--- src/rtl/core/qte_pkg.sv ---
package qte_pkg;

    // fixed internal widths
    localparam int P_W      = 32;   // component product in q.30
    localparam int SUM_W    = 36;   // atan2 operands in q.30
    localparam int CORD_W   = 44;   // cordic datapath
    localparam int ANG_W    = 32;   // angle accumulator, 2^32 = 2*pi
    localparam int BAM_W    = 16;   // output binary angle
    localparam int RAD_W    = 62;   // square root working width
    localparam int ROOT_W   = 31;   // square root result, one bit per stage
    localparam int LANES    = 3;
    localparam int NORM_EXP = 40;   // operands scaled until max magnitude >= 2^40
    localparam int Q30_EXP  = 30;

    localparam int LANE_ROLL  = 0;
    localparam int LANE_PITCH = 1;
    localparam int LANE_YAW   = 2;

    localparam logic [ANG_W-1:0] ANG_PI          = 32'h8000_0000;
    localparam logic [ANG_W-1:0] ANG_HALF_PI     = 32'h4000_0000;
    localparam logic [ANG_W-1:0] ANG_NEG_HALF_PI = 32'hC000_0000;
    localparam logic [ANG_W-1:0] ANG_ROUND       = 32'h0000_8000;

    typedef struct packed {
        logic signed [SUM_W-1:0] roll_y;
        logic signed [SUM_W-1:0] roll_x;
        logic signed [SUM_W-1:0] yaw_y;
        logic signed [SUM_W-1:0] yaw_x;
        logic signed [P_W-1:0]   sin_p;
        logic                    clamp;
    } t_ops;

    // atan(2^-i) as a 32-bit binary angle
    function automatic logic [ANG_W-1:0] atan_tab(input logic [4:0] idx);
        logic [ANG_W-1:0] v;
        case (idx)
            5'd0:    v = 32'h2000_0000;
            5'd1:    v = 32'h12E4_051E;
            5'd2:    v = 32'h09FB_385B;
            5'd3:    v = 32'h0511_11D4;
            5'd4:    v = 32'h028B_0D43;
            5'd5:    v = 32'h0145_D7E1;
            5'd6:    v = 32'h00A2_F61E;
            5'd7:    v = 32'h0051_7C55;
            5'd8:    v = 32'h0028_BE53;
            5'd9:    v = 32'h0014_5F2F;
            5'd10:   v = 32'h000A_2F98;
            5'd11:   v = 32'h0005_17CC;
            5'd12:   v = 32'h0002_8BE6;
            5'd13:   v = 32'h0001_45F3;
            5'd14:   v = 32'h0000_A2FA;
            5'd15:   v = 32'h0000_517D;
            5'd16:   v = 32'h0000_28BE;
            5'd17:   v = 32'h0000_145F;
            5'd18:   v = 32'h0000_0A30;
            5'd19:   v = 32'h0000_0518;
            5'd20:   v = 32'h0000_028C;
            5'd21:   v = 32'h0000_0146;
            5'd22:   v = 32'h0000_00A3;
            5'd23:   v = 32'h0000_0051;
            5'd24:   v = 32'h0000_0029;
            5'd25:   v = 32'h0000_0014;
            5'd26:   v = 32'h0000_000A;
            5'd27:   v = 32'h0000_0005;
            5'd28:   v = 32'h0000_0003;
            5'd29:   v = 32'h0000_0001;
            5'd30:   v = 32'h0000_0001;
            default: v = 32'h0000_0000;
        endcase
        return v;
    endfunction

endpackage

--- src/rtl/core/qte_isqrt.sv ---
module qte_isqrt #(
    parameter int SIDE_W = 1
) (
    input  logic                          i_clk,
    input  logic                          i_rst_n,
    input  logic                          i_valid,
    output logic                          o_ready,
    input  logic [qte_pkg::RAD_W-1:0]     i_rad,
    input  logic [SIDE_W-1:0]             i_side,
    output logic                          o_valid,
    input  logic                          i_ready,
    output logic [qte_pkg::ROOT_W-1:0]    o_root,
    output logic [SIDE_W-1:0]             o_side
);
    import qte_pkg::*;

    // one result bit per stage, radicand below 2^61
    localparam int NS = ROOT_W;

    logic [NS-1:0]     r_v;
    logic [NS:0]       w_rdy;
    logic [RAD_W-1:0]  r_rem  [NS];
    logic [RAD_W-1:0]  r_res  [NS];
    logic [SIDE_W-1:0] r_side [NS];
    logic [RAD_W-1:0]  n_rem  [NS];
    logic [RAD_W-1:0]  n_res  [NS];
    logic [RAD_W-1:0]  w_rem_in [NS];
    logic [RAD_W-1:0]  w_res_in [NS];
    logic [SIDE_W-1:0] w_side_in [NS];

    always_comb begin
        w_rdy[NS] = i_ready;
        for (int k = NS - 1; k >= 0; k--) begin
            w_rdy[k] = !r_v[k] || w_rdy[k+1];
        end
    end

    assign o_ready = w_rdy[0];
    assign o_valid = r_v[NS-1];
    assign o_root  = r_res[NS-1][ROOT_W-1:0];
    assign o_side  = r_side[NS-1];

    always_comb begin
        w_rem_in[0]  = i_rad;
        w_res_in[0]  = '0;
        w_side_in[0] = i_side;
        for (int j = 1; j < NS; j++) begin
            w_rem_in[j]  = r_rem[j-1];
            w_res_in[j]  = r_res[j-1];
            w_side_in[j] = r_side[j-1];
        end
    end

    always_comb begin
        logic [RAD_W-1:0] v_bit;
        logic [RAD_W-1:0] v_sum;
        for (int j = 0; j < NS; j++) begin
            v_bit = RAD_W'(1) << (2 * (NS - 1 - j));
            v_sum = w_res_in[j] + v_bit;
            if (w_rem_in[j] >= v_sum) begin
                n_rem[j] = w_rem_in[j] - v_sum;
                n_res[j] = (w_res_in[j] >> 1) + v_bit;
            end else begin
                n_rem[j] = w_rem_in[j];
                n_res[j] = w_res_in[j] >> 1;
            end
        end
    end

    always_ff @(posedge i_clk) begin
        if (!i_rst_n) begin
            r_v <= '0;
        end else begin
            for (int j = 0; j < NS; j++) begin
                if (w_rdy[j]) begin
                    r_v[j] <= (j == 0) ? i_valid : r_v[(j == 0) ? 0 : j - 1];
                end
            end
        end
    end

    always_ff @(posedge i_clk) begin
        for (int j = 0; j < NS; j++) begin
            if (w_rdy[j]) begin
                r_rem[j]  <= n_rem[j];
                r_res[j]  <= n_res[j];
                r_side[j] <= w_side_in[j];
            end
        end
    end

endmodule

--- config.mk ---
export PLATFORM = sky130hd
export DESIGN_NAME = qte_isqrt
export DESIGN_NICKNAME = d
export VERILOG_FILES = /design/src/rtl/core/qte_pkg.sv /design/src/rtl/core/qte_isqrt.sv
export SDC_FILE = /design/constraint.sdc
export NUM_CORES = 2
export LEC_CHECK = 0
export BUFFER_PORTS_ARGS = -buffer_cell sky130_fd_sc_hd__buf_4
export CAP_MARGIN = 10
export CORE_MARGIN = 2
export CORE_UTILIZATION = 69
export DETAILED_ROUTE_END_ITERATION = 16
export GPL_TIMING_DRIVEN = 0
export PLACE_DENSITY = 0.93
export SLEW_MARGIN = 30
export SYNTH_ARGS = -nofsm -noshare
export SYNTH_HDL_FRONTEND = slang
export SYNTH_SLANG_ARGS = --single-unit
--- constraint.sdc ---
create_clock -name i_clk -period 30.2 [get_ports i_clk]
set_input_delay 6.04 -clock i_clk [delete_from_list [all_inputs] [get_ports i_clk]]
set_output_delay 6.04 -clock i_clk [all_outputs]
set_load 0.02 [all_outputs]
Word level (Yosys, flattened, before mapping). Memories as Yosys holds them, arrays and structs flattened. Index checks and enable logic that the tools add are counted.

Register bits after elaboration: 31. Memories: 3. Output and inout port bits: 34. Bits in writable memories: 3875.

Memories: r_rem (depth 31, width 62, rd ports 30, clocked after Yosys merged registers in 0, wr ports 31, RTL line qte_isqrt.sv:22) `logic [RAD_W-1:0] r_rem [NS];`; r_res (depth 31, width 62, rd ports 31, clocked after Yosys merged registers in 0, wr ports 31, RTL line qte_isqrt.sv:23) `logic [RAD_W-1:0] r_res [NS];`; r_side (depth 31, width 1, rd ports 31, clocked after Yosys merged registers in 0, wr ports 31, RTL line qte_isqrt.sv:24) `logic [SIDE_W-1:0] r_side [NS];`.

Add/subtract/negate cells: 91. Reduce and logical (&&, ||, !) cells: 62. Order comparisons: 31. Multiplexer cells: 124.

Operators with widths (count): 62-bit 2-to-1 mux (61); 62-bit greater-or-equal comparator (30); 62-bit subtractor (30); 61-bit by 1-bit adder with 62-bit output (second input constant) (1); 61-bit by 11-bit adder with 62-bit output (second input constant) (1); 61-bit by 13-bit adder with 62-bit output (second input constant) (1); 61-bit by 15-bit adder with 62-bit output (second input constant) (1); 61-bit by 17-bit adder with 62-bit output (second input constant) (1); 61-bit by 19-bit adder with 62-bit output (second input constant) (1); 61-bit by 21-bit adder with 62-bit output (second input constant) (1); 61-bit by 23-bit adder with 62-bit output (second input constant) (1); 61-bit by 25-bit adder with 62-bit output (second input constant) (1); 61-bit by 27-bit adder with 62-bit output (second input constant) (1); 61-bit by 29-bit adder with 62-bit output (second input constant) (1); 61-bit by 3-bit adder with 62-bit output (second input constant) (1); 61-bit by 31-bit adder with 62-bit output (second input constant) (1); 61-bit by 33-bit adder with 62-bit output (second input constant) (1); 61-bit by 35-bit adder with 62-bit output (second input constant) (1); 61-bit by 37-bit adder with 62-bit output (second input constant) (1); 61-bit by 39-bit adder with 62-bit output (second input constant) (1); 61-bit by 41-bit adder with 62-bit output (second input constant) (1); 61-bit by 43-bit adder with 62-bit output (second input constant) (1); 61-bit by 45-bit adder with 62-bit output (second input constant) (1); 61-bit by 47-bit adder with 62-bit output (second input constant) (1); 45 further kinds (166).

Longest topological paths before layout.
Depth after elaboration: 34. Gate-level depth with buffers: 15. Depth with buffers taken out: 15.

Worst setup path before layout. OpenSTA, ideal clock, no wires.

Path type: in2out. Start point: input port i_ready. End point: output port o_ready. Cell stages on the path: 14. Path slack: 8560 ps. Data arrival time: 15600 ps. Path buffers: 0. Cells stage by stage: nor2b_1 -> inv_1 -> nor2_1 -> nand2_1 -> nor2_1 -> inv_1 -> nor2_1 -> and2_1 -> and3_1 -> inv_1 -> nor3_1 -> and2_0 -> and4_1 -> nand3_1.

Cells in the longest elaborated chain, start to end: 31.

Ends and longest elaborated chain: start: declaration (RTL line qte_isqrt.sv:11) `input logic i_ready,`; 1-bit logical OR (RTL line qte_isqrt.sv:34) `w_rdy[k] = !r_v[k] || w_rdy[k+1];`; via w_rdy[30] (RTL line qte_isqrt.sv:21) `logic [NS:0] w_rdy;`; 1-bit logical OR (5 in series) (RTL line qte_isqrt.sv:34); via w_rdy[25] (RTL line qte_isqrt.sv:21); 1-bit logical OR (RTL line qte_isqrt.sv:34); via w_rdy[24] (RTL line qte_isqrt.sv:21); 1-bit logical OR (13 in series) (RTL line qte_isqrt.sv:34); via w_rdy[11] (RTL line qte_isqrt.sv:21); 1-bit logical OR (11 in series) (RTL line qte_isqrt.sv:34); end: declaration (RTL line qte_isqrt.sv:7) `output logic o_ready,`.

The timed path passes the listed nets, and every way through them passes these cells.

Worst setup path after layout. Same ends and word-level chain as after synthesis.

==> impl_metrics.json <==
{
  "grt_util_met3_pct": 8.03,
  "final_cell_mix": "edfxtp_1 (2387), inv_1 (633), nand2_1 (591)",
  "final_common_cell": "edfxtp_1",
  "period_minus_slack_ps": 19300,
  "grt_max_degree": 75,
  "cts_setup_buffers": 0,
  "area_growth_pct": 10.9,
  "cts_tree": "done",
  "netlist_area_mm2": 0.113,
  "cpPeakStageDelay_ps": 650,
  "power_leakage_nw": 50.7,
  "grt_pass1_wl_mm": 452,
  "rsz0062_at_grt": "no",
  "htree_num_levels": 4,
  "setup_viol": 0,
  "start_util_pct": 69.5,
  "synth-edff-count": 2387,
  "drive_above_1_share_pct": 7.48,
  "die_w_um": 409,
  "clock_latency_ps": 910,
  "rows": 148,
  "yosys_warnings": 0,
  "ys_seq_area_share_pct": 63.9,
  "synth_cell_type_count": 90,
  "skew_ps": 84.5,
  "dr.pass1.iters": 10,
  "cts_buffers": 226,
  "met2_usage_pct": 59.1,
  "final_max_slew_viol_count": 0,
  "ir_worst_vdd_mv": 0.0859,
  "hold_buffers": 0,
  "syn-num-nets": 9403,
  "dieArea_mm2": 0.167,
  "fin_nets": 9764,
  "crit_chain": "buf_4 > nor2b_2 > inv_2 > nor2_1 > nand2_4 > nor2_1 > inv_4 > nor2_1 > and2_1 > and3_1 > inv_4 > nor3_1 > and2_0 > and4_1 > nand3_4 > buf_12 > buf_4",
  "cp-start-kind": "input pin",
  "critical_path.max_fanout": 47,
  "port_buffers": 100,
  "gp_congestion": 0.979,
  "tightest_slew_ps": 1070,
  "cp.required_ps": 24160,
  "top_usage_layer": "met2",
  "crit_slowest_cell": "nor3_1",
  "syn_avg_cell_area_um2": 12.8,
  "dp_hpwl_mm": 202,
  "synth-async-reset-ratio_pct": 0,
  "drc": 0,
  "cp.arrival_ps": 13260,
  "grtUsageTotal_pct": 35.3,
  "post-route-period-util_pct": 63.9,
  "path_class": "in -> out",
  "final_antenna_net_count": 0,
  "antenna_found_initial": 15,
  "multiInputGateArea_mm2": 0.0381,
  "fill_cells": 8586,
  "num_vias": 77800,
  "maxCapViolCount": 0,
  "drt_iter0_drc": 11000,
  "met1_usage_pct": 42.3,
  "root_buffer": "clkbuf_16",
  "routed_wl_mm": 298,
  "grt_pass1_vias": 77100,
  "cts_buffer_depth": 3,
  "crit_path_frequent_cell": "nor2_1",
  "core_mm2": 0.163,
  "fmax_mhz": 51.8,
  "status": "completed",
  "gr-total-overflow": 0,
  "clock-sinks": 2418,
  "relSlewSlack_pct": 28.1,
  "netlist_instances": 8811,
  "ctsResizeCount": 0,
  "ys_seq_elements": 2418,
  "hold_viol": 0,
  "clk_pin_slew_ps": 60,
  "ys.flop_type": "edfxtp_1",
  "die_h_um": 409,
  "wl_per_cell_um": 25.8,
  "power.density_mw_per_mm2": 85.6,
  "io_pins": 101,
  "endpoint_kind": "output pin",
  "vias_per_cell": 6.74,
  "fin_tns_setup_ps": 0,
  "regArea_mm2": 0.0723,
  "min_path_type": "reg -> reg",
  "power_mw": 10.8
}
## sequential cells by signal (all words and copies together), names as in the netlist
| name | cells |
|---|---|
| r_rem | 1860 |
| r_res | 496 |
| r_side | 31 |
| r_v | 31 |
## per-stage QoR
step	worst slack, ps	cells	instance area [um^2]	hold WS [ps]	util [%]
floorplan	8560	8811	113000	400	-
detailed placement	11420	11100	118000	405	72.3
CTS	11170	11500	125000	391	77.1
global route	10770	11500	126000	404	77.1
finish	10900	11600	126000	388	77.1
global placement	5120	11100	117000	406	71.7
## worst max-delay path, delay by kind of cell
family	cells	cell delay [ps]
and+or+nand+nor	11	5490
buffers and inverters	6	1630
## final timing paths
kind                                        startpoint                      to  slack [ps]  cells past startpoint
worst min-delay path            r_side[1][8]$_DFFE_PP_  r_side[1][9]$_DFFE_PP_         390                      0
worst max register to register    r_v[30]$_SDFFE_PN0P_  r_rem[0][38]$_DFFE_PP_       22670                     15
worst min register to register  r_side[1][8]$_DFFE_PP_  r_side[1][9]$_DFFE_PP_         390                      0
worst max-delay path                           i_ready                 o_ready       10900                     17
## metal layers
layer  vias up  routed length, um
met5         -                 83
met4        12              19600
met3      1421              30800
met2      5570             145000
met1     37100             103000
li1      33700                  -
## cell families (layout without fill, tap and decap cells)
kind of cell    Yosys count  in the layout  synth area share [%]
xor+xnor                823            823                  6.37
mux                      86             86                 0.867
flops                  2418           2418                  63.9
simple gates           2543           2543                  11.6
compound gates         1622           1622                  8.83
fa+ha+maj               525            525                  5.80
other cells               0              8                     0
buf+inv                 794           1350                  2.67
## report_power, final
part	internal (mW)	switching, mW
sequential	4.63	0.682
clock	1.67	1.31
combinational	1.02	1.44
## synthesized netlist by cell type, types with 101 or more instances
library cell | n | area (um^2)
a21o_1 | 210 | 1580
a21oi_1 | 521 | 2610
clkbuf_1 | 126 | 473
edfxtp_1 | 2387 | 71700
ha_1 | 525 | 6570
inv_1 | 649 | 2440
nand2_1 | 604 | 2270
nand2b_1 | 114 | 713
nand3_1 | 147 | 736
nand4_1 | 125 | 782
nor2_1 | 516 | 1940
nor3_1 | 240 | 1200
nor4_1 | 315 | 1970
o21a_1 | 101 | 758
o21ai_0 | 428 | 2140
xnor2_1 | 438 | 3840
xor2_1 | 385 | 3370
## final cells by class
type | count | area share, %
plain buffers | 144 | 0.462
clock buffers | 260 | 4.62
flip-flops and latches | 2418 | 57.6
well taps | 2175 | 2.17
inverters | 650 | 1.98
multi-input cells | 5599 | 30.4
clock inverters | 163 | 1.53
diodes | 8 | 0.0159
repair buffers | 133 | 1.26
No activity file was read; power rests on OpenSTA's default activity.
